`src/spl_pkg.sv`:
```
// shared types, codes and control structs for the sorted priority list
package spl_pkg;

  localparam int SPL_CAPACITY = 16;
  localparam int REM_W        = 5;

  // operation codes
  localparam logic [1:0] OP_INSERT = 2'd0;
  localparam logic [1:0] OP_PURGE  = 2'd1;
  localparam logic [1:0] OP_LIST   = 2'd2;

  // result status codes
  localparam logic [1:0] ST_OK    = 2'd0;
  localparam logic [1:0] ST_FULL  = 2'd1;
  localparam logic [1:0] ST_EMPTY = 2'd2;

  typedef struct packed {
    logic [1:0]         operation;
    logic [15:0]        guest_handle;
    logic signed [15:0] priority_req;
    logic signed [15:0] purge_threshold;
  } spl_in_t;

  typedef struct packed {
    logic [1:0]         status;
    logic [15:0]        entry_handle;
    logic signed [15:0] entry_priority_out;
    logic [REM_W-1:0]   remaining;
    logic               last;
  } spl_out_t;

  typedef struct packed {
    logic [15:0]        handle;
    logic signed [15:0] prio;
  } spl_entry_t;

  typedef struct packed {
    logic       take_item;
    logic       ptr_from_count;
    logic       rd_below;
    logic       rd_at;
    logic       ins_shift;
    logic       ins_place;
    logic       prg_step;
    logic       prg_done;
    logic       lst_load;
    logic       rsp_load;
    logic [1:0] rsp_status;
  } spl_cmd_t;

  typedef struct packed {
    logic ptr_zero;
    logic ptr_end;
    logic full;
    logic empty;
    logic above;
    logic list_last;
  } spl_stat_t;

endpackage

```
`src/spl_dp.sv`:
```
// datapath: slot memory, scan pointers, entry count and output register
module spl_dp #(
  parameter int CAPACITY = spl_pkg::SPL_CAPACITY
) (
  input  logic              clk,
  input  logic              rst_n,
  input  spl_pkg::spl_in_t  in_data,
  input  spl_pkg::spl_cmd_t cmd,
  output spl_pkg::spl_stat_t stat,
  output spl_pkg::spl_out_t out_data
);
  import spl_pkg::*;

  localparam int CntW = $clog2(CAPACITY + 1);
  localparam int IdxW = $clog2(CAPACITY);

  spl_entry_t          mem [CAPACITY];
  spl_in_t             item_r;
  spl_entry_t          rd_q_r;
  spl_out_t            out_r;
  logic [CntW-1:0]     count_r;
  logic [CntW-1:0]     ptr_r;
  logic [CntW-1:0]     wptr_r;

  logic [CntW-1:0]     ptr_dec;
  logic [CntW-1:0]     ptr_inc;
  logic [IdxW-1:0]     rd_addr;
  logic [IdxW-1:0]     wr_addr;
  logic                wr_en;
  spl_entry_t          wr_data;
  logic                keep;

  assign ptr_dec = ptr_r - CntW'(1);
  assign ptr_inc = ptr_r + CntW'(1);
  assign keep    = $signed(rd_q_r.prio) < $signed(item_r.purge_threshold);
  assign rd_addr = cmd.rd_below ? ptr_dec[IdxW-1:0] : ptr_r[IdxW-1:0];

  always_comb begin
    wr_en   = cmd.ins_shift | cmd.ins_place | (cmd.prg_step & keep);
    wr_addr = cmd.prg_step ? wptr_r[IdxW-1:0] : ptr_r[IdxW-1:0];
    wr_data = rd_q_r;
    if (cmd.ins_place) begin
      wr_data.handle = item_r.guest_handle;
      wr_data.prio   = item_r.priority_req;
    end
  end

  always_ff @(posedge clk) begin
    if (wr_en) begin
      mem[wr_addr] <= wr_data;
    end
    if (cmd.rd_below | cmd.rd_at) begin
      rd_q_r <= mem[rd_addr];
    end
  end

  always_ff @(posedge clk) begin
    if (cmd.take_item) begin
      item_r <= in_data;
    end
    if (cmd.lst_load) begin
      out_r.status             <= ST_OK;
      out_r.entry_handle       <= rd_q_r.handle;
      out_r.entry_priority_out <= rd_q_r.prio;
      out_r.remaining          <= REM_W'(count_r);
      out_r.last               <= stat.list_last;
    end else if (cmd.rsp_load) begin
      out_r.status             <= cmd.rsp_status;
      out_r.entry_handle       <= '0;
      out_r.entry_priority_out <= '0;
      out_r.remaining          <= REM_W'(count_r);
      out_r.last               <= 1'b1;
    end
  end

  always_ff @(posedge clk) begin
    if (!rst_n) begin
      count_r <= '0;
      ptr_r   <= '0;
      wptr_r  <= '0;
    end else begin
      if (cmd.ins_place) begin
        count_r <= count_r + CntW'(1);
      end else if (cmd.prg_done) begin
        count_r <= wptr_r;
      end

      if (cmd.take_item) begin
        ptr_r <= cmd.ptr_from_count ? count_r : '0;
      end else if (cmd.ins_shift) begin
        ptr_r <= ptr_dec;
      end else if (cmd.prg_step | cmd.lst_load) begin
        ptr_r <= ptr_inc;
      end

      if (cmd.take_item) begin
        wptr_r <= '0;
      end else if (cmd.prg_step & keep) begin
        wptr_r <= wptr_r + CntW'(1);
      end
    end
  end

  always_comb begin
    stat.ptr_zero  = (ptr_r == '0);
    stat.ptr_end   = (ptr_r == count_r);
    stat.full      = (count_r == CntW'(CAPACITY));
    stat.empty     = (count_r == '0);
    stat.above     = $signed(rd_q_r.prio) > $signed(item_r.priority_req);
    stat.list_last = (ptr_inc == count_r);
  end

  assign out_data = out_r;

endmodule

```
`src/spl_ctrl.sv`:
```
// controller: sequences insert, purge and list over the slot memory
module spl_ctrl (
  input  logic               clk,
  input  logic               rst_n,
  input  logic               in_valid,
  input  logic [1:0]         in_op,
  input  logic               out_stall,
  input  spl_pkg::spl_stat_t stat,
  output spl_pkg::spl_cmd_t  cmd,
  output logic               in_stall,
  output logic               out_valid
);
  import spl_pkg::*;

  typedef enum logic [2:0] {
    S_IDLE, S_INS_RD, S_INS_CMP, S_PRG_RD, S_PRG_CMP, S_LST_RD, S_LST_OUT, S_RESP
  } state_t;

  state_t     state_r, state_nxt;
  logic       out_valid_r, out_valid_nxt;
  logic [1:0] rsp_status_r, rsp_status_nxt;
  logic       out_free;

  assign out_free = !out_valid_r || !out_stall;

  always_comb begin
    cmd            = '0;
    cmd.rsp_status = rsp_status_r;
    state_nxt      = state_r;
    rsp_status_nxt = rsp_status_r;
    unique case (state_r)
      S_IDLE: begin
        if (in_valid) begin
          cmd.take_item  = 1'b1;
          rsp_status_nxt = ST_OK;
          unique case (in_op)
            OP_INSERT: begin
              cmd.ptr_from_count = 1'b1;
              if (stat.full) begin
                rsp_status_nxt = ST_FULL;
                state_nxt      = S_RESP;
              end else begin
                state_nxt = S_INS_RD;
              end
            end
            OP_PURGE: state_nxt = S_PRG_RD;
            OP_LIST: begin
              if (stat.empty) begin
                rsp_status_nxt = ST_EMPTY;
                state_nxt      = S_RESP;
              end else begin
                state_nxt = S_LST_RD;
              end
            end
            default: state_nxt = S_IDLE;
          endcase
        end
      end
      S_INS_RD: begin
        if (stat.ptr_zero) begin
          cmd.ins_place = 1'b1;
          state_nxt     = S_RESP;
        end else begin
          cmd.rd_below = 1'b1;
          state_nxt    = S_INS_CMP;
        end
      end
      S_INS_CMP: begin
        // move the larger entry up one slot, or drop the newcomer in behind it
        if (stat.above) begin
          cmd.ins_shift = 1'b1;
          state_nxt     = S_INS_RD;
        end else begin
          cmd.ins_place = 1'b1;
          state_nxt     = S_RESP;
        end
      end
      S_PRG_RD: begin
        if (stat.ptr_end) begin
          cmd.prg_done = 1'b1;
          state_nxt    = S_RESP;
        end else begin
          cmd.rd_at = 1'b1;
          state_nxt = S_PRG_CMP;
        end
      end
      S_PRG_CMP: begin
        cmd.prg_step = 1'b1;
        state_nxt    = S_PRG_RD;
      end
      S_LST_RD: begin
        cmd.rd_at = 1'b1;
        state_nxt = S_LST_OUT;
      end
      S_LST_OUT: begin
        if (out_free) begin
          cmd.lst_load = 1'b1;
          state_nxt    = stat.list_last ? S_IDLE : S_LST_RD;
        end
      end
      S_RESP: begin
        if (out_free) begin
          cmd.rsp_load = 1'b1;
          state_nxt    = S_IDLE;
        end
      end
      default: state_nxt = S_IDLE;
    endcase
  end

  always_comb begin
    if (cmd.lst_load || cmd.rsp_load) begin
      out_valid_nxt = 1'b1;
    end else if (out_stall) begin
      out_valid_nxt = out_valid_r;
    end else begin
      out_valid_nxt = 1'b0;
    end
  end

  always_ff @(posedge clk) begin
    if (!rst_n) begin
      state_r      <= S_IDLE;
      out_valid_r  <= 1'b0;
      rsp_status_r <= ST_OK;
    end else begin
      state_r      <= state_nxt;
      out_valid_r  <= out_valid_nxt;
      rsp_status_r <= rsp_status_nxt;
    end
  end

  assign in_stall  = (state_r != S_IDLE);
  assign out_valid = out_valid_r;

endmodule

```
`src/sorted_priority_list_unit.sv`:
```
// sorted priority list: holds up to CAPACITY (handle, priority) entries in
// ascending priority order, equal priorities kept in arrival order.
// input channel in_valid/in_stall/in_data carries one operation per transfer:
// insert, purge at or above a threshold, or list. operation code 3 is taken
// and dropped with no result.
// output channel out_valid/out_stall/out_data: insert and purge give one
// result, list gives one result per held entry (last marked), or a single
// empty-status result when nothing is held.
// sequencing: one item at a time; in_stall is high from the transfer until the
// final result sits in the output register. the slot memory has one read
// port with registered data, so each visited slot takes a read state and then
// a compare state (insert, purge) or an output state (list); a refused insert
// or an empty list goes straight to the response state.
// a held result waiting on out_stall does not block the next input transfer
// once the last result of the item is loaded; a stalled result holds still.
// reset empties the list (entry count zero) and clears out_valid; the slot
// memory itself is not cleared.
module sorted_priority_list_unit #(
  parameter int CAPACITY = spl_pkg::SPL_CAPACITY
) (
  input  logic              clk,
  input  logic              rst_n,
  input  logic              in_valid,
  output logic              in_stall,
  input  spl_pkg::spl_in_t  in_data,
  output logic              out_valid,
  input  logic              out_stall,
  output spl_pkg::spl_out_t out_data
);
  import spl_pkg::*;

  spl_cmd_t  cmd;
  spl_stat_t stat;

  spl_ctrl u_ctrl (
    .clk       (clk),
    .rst_n     (rst_n),
    .in_valid  (in_valid),
    .in_op     (in_data.operation),
    .out_stall (out_stall),
    .stat      (stat),
    .cmd       (cmd),
    .in_stall  (in_stall),
    .out_valid (out_valid)
  );

  spl_dp #(
    .CAPACITY (CAPACITY)
  ) u_dp (
    .clk      (clk),
    .rst_n    (rst_n),
    .in_data  (in_data),
    .cmd      (cmd),
    .stat     (stat),
    .out_data (out_data)
  );

endmodule

```
`config.mk`:
```
export PLATFORM = sky130hd
export DESIGN_NAME = sorted_priority_list_unit
export DESIGN_NICKNAME = d
export VERILOG_FILES = /design/src/spl_pkg.sv /design/src/spl_dp.sv /design/src/spl_ctrl.sv /design/src/sorted_priority_list_unit.sv
export SDC_FILE = /design/constraint.sdc
export NUM_CORES = 1
export LEC_CHECK = 0
export ABC_AREA = 1
export BUFFER_PORTS_ARGS = -buffer_cell sky130_fd_sc_hd__buf_4
export CAP_MARGIN = 20
export CORE_MARGIN = 5
export CORE_UTILIZATION = 64
export DETAILED_ROUTE_END_ITERATION = 8
export PLACE_DENSITY = 0.79
export SLEW_MARGIN = 25
export SYNTH_ARGS = -nofsm -noshare
export SYNTH_HDL_FRONTEND = slang
export SYNTH_SLANG_ARGS = --single-unit
export TNS_END_PERCENT = 5
```
`constraint.sdc`:
```
create_clock -name clk -period 6.4 [get_ports clk]
set_clock_uncertainty 0.2 [all_clocks]
set_input_delay 0 -clock clk [delete_from_list [all_inputs] [get_ports clk]]
set_output_delay 0 -clock clk [all_outputs]
set_load 0.02 [all_outputs]
```
Word-level counts from Yosys, hierarchy flattened:

Memory sizes are Yosys's and may differ from the RTL's. A register that Yosys moved wholly into a read port is not among the register bits.
Index checks and enable logic that the tools add are counted.

* add/sub/neg operators: 4
* magnitude comparators: 2
* equal/unequal tests: 16
* mux-type cells: 47
* bitwise gates (word level): 6
* reduce and logical (&&, ||, !) cells: 15

Operators with widths (number)
* 38-bit two-way mux: 2
* 32-bit two-way mux: 1
* 5-bit two-way mux: 6
* 3-bit case mux with 8 select lines: 1
* 3-bit two-way mux: 7
* 1-bit two-way mux: 19
* 16-bit greater-than comparator: 1
* 16-bit < comparator: 1
* 5-bit by 1-bit adder with 5-bit output, second input constant: 3
* 3-bit == test, second input constant: 4
* 5-bit == test: 2
* 5-bit logical NOT: 2
* 2-bit two-way mux: 5
* 3-bit case mux with 3 select lines: 1
* 4-bit two-way mux: 2
* 3-bit by 2-bit == test with 1-bit output, second input constant: 2
* 2-bit by 1-bit inequality test with 1-bit output, second input constant: 3
* 3-bit nonzero test: 2
* 5-bit == test, second input constant: 1
* 5-bit by 1-bit subtractor with 5-bit output, second input constant: 1
* 1-bit bitwise OR: 4
* 1-bit case mux with 2 select lines: 2
* 2-bit case mux with 2 select lines: 1
* 2-bit nonzero test: 2
* 13 further kinds: 15

* register bits after elaboration: 109
* RAM bits: 512
* input port bits: 54
* output and inout bits: 42
* logic and storage cells: 105
* memories kept: 1

Memories
* u_dp.mem: words 16, width 32, read ports 1, clocked after Yosys merged registers in 1, wr ports 1, line spl_dp.sv:17 `spl_entry_t mem [CAPACITY];`

Longest topological paths before layout:

* depth in word-level cells: 8
* depth in mapped cells: 20
* gate-level depth less buffers: 19

Cells and area by module:

From an unflattened synthesis, not the netlist that was laid out.

* cell total of the unflattened synthesis: 2090
* area total of the unflattened synthesis: 26721.9 um2

Modules (own cells, without submodules)
* spl_dp: times used 1, cells each 2012, area each 26227.7 um2, seq. area each 19258.5 um2
* spl_ctrl: times used 1, cells each 78, area each 494.2 um2, seq. area each 120.1 um2

Worst setup path after synthesis:

No wires, ideal clock.

* path type: register to register
* start point: reg u_ctrl.state_r[0]
* end point: reg u_dp.ptr_r[0]
* setup time: 0.064 ns
* arrival: 3.925 ns
* required time: 6.136 ns
* path slack: 2.211 ns
* stages on the path, launching flop included: 10
* buffers on the path: 0
* period minus slack after synthesis: 4.189 ns
* cells stage by stage: dfxtp_1 -> nor2_1 -> inv_1 -> nor2_1 -> inv_1 -> nor2_1 -> nand3_1 -> o22ai_1 -> a21oi_1 -> nor2_1

RTL lines
* start: declaration: line spl_ctrl.sv:19 `state_t state_r, state_nxt;`
* start signal: assignment: line spl_ctrl.sv:127 `state_r <= state_nxt;`
* end signal: assignment: line spl_dp.sv:89 `ptr_r <= cmd.ptr_from_count ? count_r : '0;`
* end signal: assignment: line spl_dp.sv:91 `ptr_r <= ptr_dec;`
* end signal: assignment: line spl_dp.sv:93 `ptr_r <= ptr_inc;`
* end: declaration: line spl_dp.sv:22 `logic [CntW-1:0] ptr_r;`

Worst setup path in the final report:

* start point: reg u_dp.ptr_r[0]
* end point: reg, netlist name u_dp.rd_q_r[10]

* longest elaborated chain between the ends: 4
* elaborated cells between the ends (all ways): 9
* classes of those cells: 1 x add/sub; 1 x eq/ne; 5 x mux; 1 x bitwise; 1 x reduce/logical

RTL lines
* 5-bit == test / 5-bit logical NOT (equally long branches): line spl_dp.sv:106, spl_dp.sv:105
* 1-bit two-way mux (on tied branches): line spl_ctrl.sv:79, spl_ctrl.sv:60
* 1-bit case mux with 2 select lines / 1-bit two-way mux (equally long branches): line spl_ctrl.sv:31 `unique case (state_r)`
* 1-bit bitwise OR / 4-bit two-way mux (equally long branches): line spl_dp.sv:52, spl_dp.sv:36

Parallel ways exist; a longest one is shown, timed or not.
A chain may end at the register's enable or synchronous reset.

==> flow_metrics.py <==
metrics = {
    "yosys": {
        "ys_async_sr_fraction_pct": 0,
        "synthCells": 2172,
        "yosysTopAreaCellShare_pct": 69.55,
        "ys_warn_count": 0,
        "syn-num-nets": 2262,
        "synthTopCellsByArea": "edfxtp_1, o211ai_1, o21ai_0",
        "synth.most_common_cell": "edfxtp_1",
        "yosys_most_used_dff": "edfxtp_1",
        "ys_types": 38,
        "synth_area_leader_cell": "edfxtp_1",
        "syn_avg_cell_area_um2": 12.52,
        "ys_seq_elements": 653,
        "ys_seq_area_share_pct": 71.24,
        "synth_area_mm2": 0.02720,
        "synth_common_cells": "edfxtp_1, nand2_1, inv_1",
        "synth_edf_count": 630,
    },
    "placement": {
        "portBuffers": 95,
        "gp_congestion": 0.8886,
        "dp_hpwl_mm": 34.15,
        "placed_cell_area_mm2": 0.02848,
        "dp.cells": 2733,
    },
    "finish": {
        "nets": 2451,
        "num_antenna_cells": 0,
        "fin_cells": 2950,
        "layout-drive-gt1-share_pct": 11.16,
        "nFillCells": 2526,
        "syn_to_final_growth_pct": 16.25,
        "final_area_mm2": 0.03162,
    },
    "run_status": {
        "status": "finished clean",
    },
    "routing": {
        "wl_per_cell_um": 22.69,
        "vias": 18230,
        "drtIter0Drc": 2375,
        "avgViaCountPerCell": 6.179,
        "dr.pass1.iters": 6,
        "totalWireLength_mm": 66.95,
        "route.detailed.drc": 0,
        "ant_nets": 0,
    },
    "power": {
        "power_frac_clock_pct": 22.7,
        "swShare_pct": 38.11,
        "p_leak_uw": 0.01144,
        "switchingPower_uw": 6268,
        "ir_drop_mv": 0.5222,
        "internal-power_uw": 10180,
        "combPwrFrac_pct": 37.1,
        "power_density_mw_per_mm2": 520.2,
        "pwr-share-seq_pct": 40.2,
    },
    "worst_setup_path": {
        "crit_fanout": 90,
        "worstSetupEndpointType": "register",
        "start_kind": "register",
        "worst-r2r-setup-slack_ns": 1.68,
        "critPathRequiredTime_ns": 6.57,
        "worstPathArrival_ns": 4.89,
        "critPathKind": "register to register",
    },
    "run": {
        "maxCapViolCount": 0,
    },
    "clock_tree": {
        "clk_latency_ns": 0.64,
        "tritoncts": "built",
        "numCtsBuffers": 61,
        "clkSinkCount": 653,
        "h-tree-depth": 2,
        "cts_resized": 0,
        "root_buffer": "clkbuf_16",
        "clk_path_buf_depth": 3,
        "clk_pin_slew_ns": 0.07,
    },
    "timing": {
        "setup_tns_ns": 0,
        "maxSlewViolCount": 0,
        "slew_headroom_pct": 16.02,
        "finalHoldViolCount": 0,
        "max_freq_mhz": 211.9,
        "min_period_ns": 4.719,
        "finalCritPeriodShare_pct": 73.73,
        "setup_violations": 0,
        "worst_pin_slew_ns": 1.260,
        "rsz0062_at_grt": "no",
    },
    "worst_hold_path": {
        "hold_class": "input pin to register",
    },
    "grt": {
        "grt_pass1_wl_mm": 102.3,
        "track_usage_pct": 28.16,
        "antenna_found_initial": 0,
        "grt_overflow_total": 0,
        "grt_pass1_vias": 17990,
        "grt_max_degree": 208,
    },
    "floorplanning": {
        "start_util_pct": 64.71,
        "rows": 75,
        "coreArea_mm2": 0.04204,
        "dieArea_mm2": 0.04673,
        "die_width_um": 216.2,
        "ios": 96,
        "die_h_um": 216.2,
    },
}
stage by stage:
stage,total power (uW),hold slack [ns],utilization (%),setup slack (ns)
floorplan,10780,-0.1011,-,2.211
global placement,12300,-0.02199,67.75,1.703
detailed placement,12570,-0.02071,67.75,1.677
CTS,16350,0.03907,75.10,1.644
global route,17330,0.08680,75.22,1.328
finish,16450,0.08774,75.22,1.681
repair_timing:
item                      4_1_cts  5_1_grt
hold endpoints to repair       72        0
setup buffers                   0        0
hold buffers                  103        0
layout make-up:
| type | count | area, um2 | share of cell area [%] |
|---|---|---|---|
| Clock buffer | 75 | 1579 | 4.993 |
| Clock inverter | 38 | 478.0 | 1.511 |
| Inverter | 240 | 905.9 | 2.865 |
| Multi-Input combinational cell | 1162 | 6464 | 20.44 |
| Sequential cell | 653 | 19380 | 61.28 |
| Tap cell | 539 | 674.4 | 2.133 |
| Timing Repair Buffer | 243 | 2143 | 6.778 |
worst paths after layout:
check                                       startpoint                 to  cells past startpoint
worst max-delay path                     u_dp.ptr_r[0]    u_dp.rd_q_r[10]                     15
worst min-delay path                             rst_n      u_dp.ptr_r[3]                      4
worst max register to register           u_dp.ptr_r[0]    u_dp.rd_q_r[10]                     15
worst min register to register  u_ctrl.rsp_status_r[1]  u_dp.out_data[39]                      2
cell families (layout without fill, tap and decap cells):
| group | after synthesis | after routing | synth area share, % |
|---|---|---|---|
| fa+ha+maj | 36 | 36 | 1.656 |
| buf+inv | 357 | 596 | 5.703 |
| flops | 653 | 653 | 71.24 |
| compound gates | 522 | 522 | 11.74 |
| simple gates | 588 | 588 | 9.006 |
| xor+xnor | 16 | 16 | 0.6531 |
layer usage:
metal / vias up / wire length [um] / share of wire (%) / track usage, %
met3: 150 / 6449 / 9.6 / 4.103
met1: 8870 / 26350 / 39 / 39.55
met2: 1017 / 32340 / 48 / 46.23
met4: 0 / 1801 / 2.7 / 9.582
li1: 8192 / - / - / -
met5: - / 0 / 0 / 0
state kept, by name (all words and copies together), names as in the netlist, 2 cells and up:
signal / cells
u_dp.out_data: 40
u_dp.wptr_r: 5
u_dp.mem: 512
u_ctrl.state_r: 3
u_dp.rd_q_r: 32
u_ctrl.rsp_status_r: 2
u_dp.item_r: 48
u_dp.count_r: 5
u_dp.ptr_r: 5
critical path, cell delays in order, from the launching register on:
cell and delay [ns]:
dfxtp_1 0.56, inv_2 0.16, ha_1 0.29, nand2_4 0.12
nor2_8 0.04, nand2_4 0.10, nand2_8 0.10, o21ai_4 0.66
clkinv_2 0.77, buf_4 0.71, o21ai_0 0.20, inv_1 0.06
o21ai_1 0.08, o211ai_1 0.15, nand3_1 0.12, nand2_1 0.09
power by group through the flow:
stage               Clock, uW  Combinational [uW]  Sequential (uW)
floorplan                   0                4150             6640
global placement            0                5620             6680
detailed placement          0                5890             6680
CTS                      3740                6000             6610
global route             3950                6730             6660
finish                   3730                6100             6620
cells in the final DEF (no fill, tap or decap), types with 36 or more instances in the layout:
| cell type | instances |
|---|---|
| edfxtp_1 | 630 |
| nand2_1 | 249 |
| inv_1 | 233 |
| o211ai_1 | 222 |
| o21ai_0 | 196 |
| nor2_1 | 191 |
| buf_4 | 135 |
| dlygate4sd3_1 | 103 |
| nand3_1 | 102 |
| clkbuf_16 | 61 |
| o21ai_1 | 47 |
| a21oi_1 | 37 |
| ha_1 | 36 |
(Power assumes the default switching activity.)
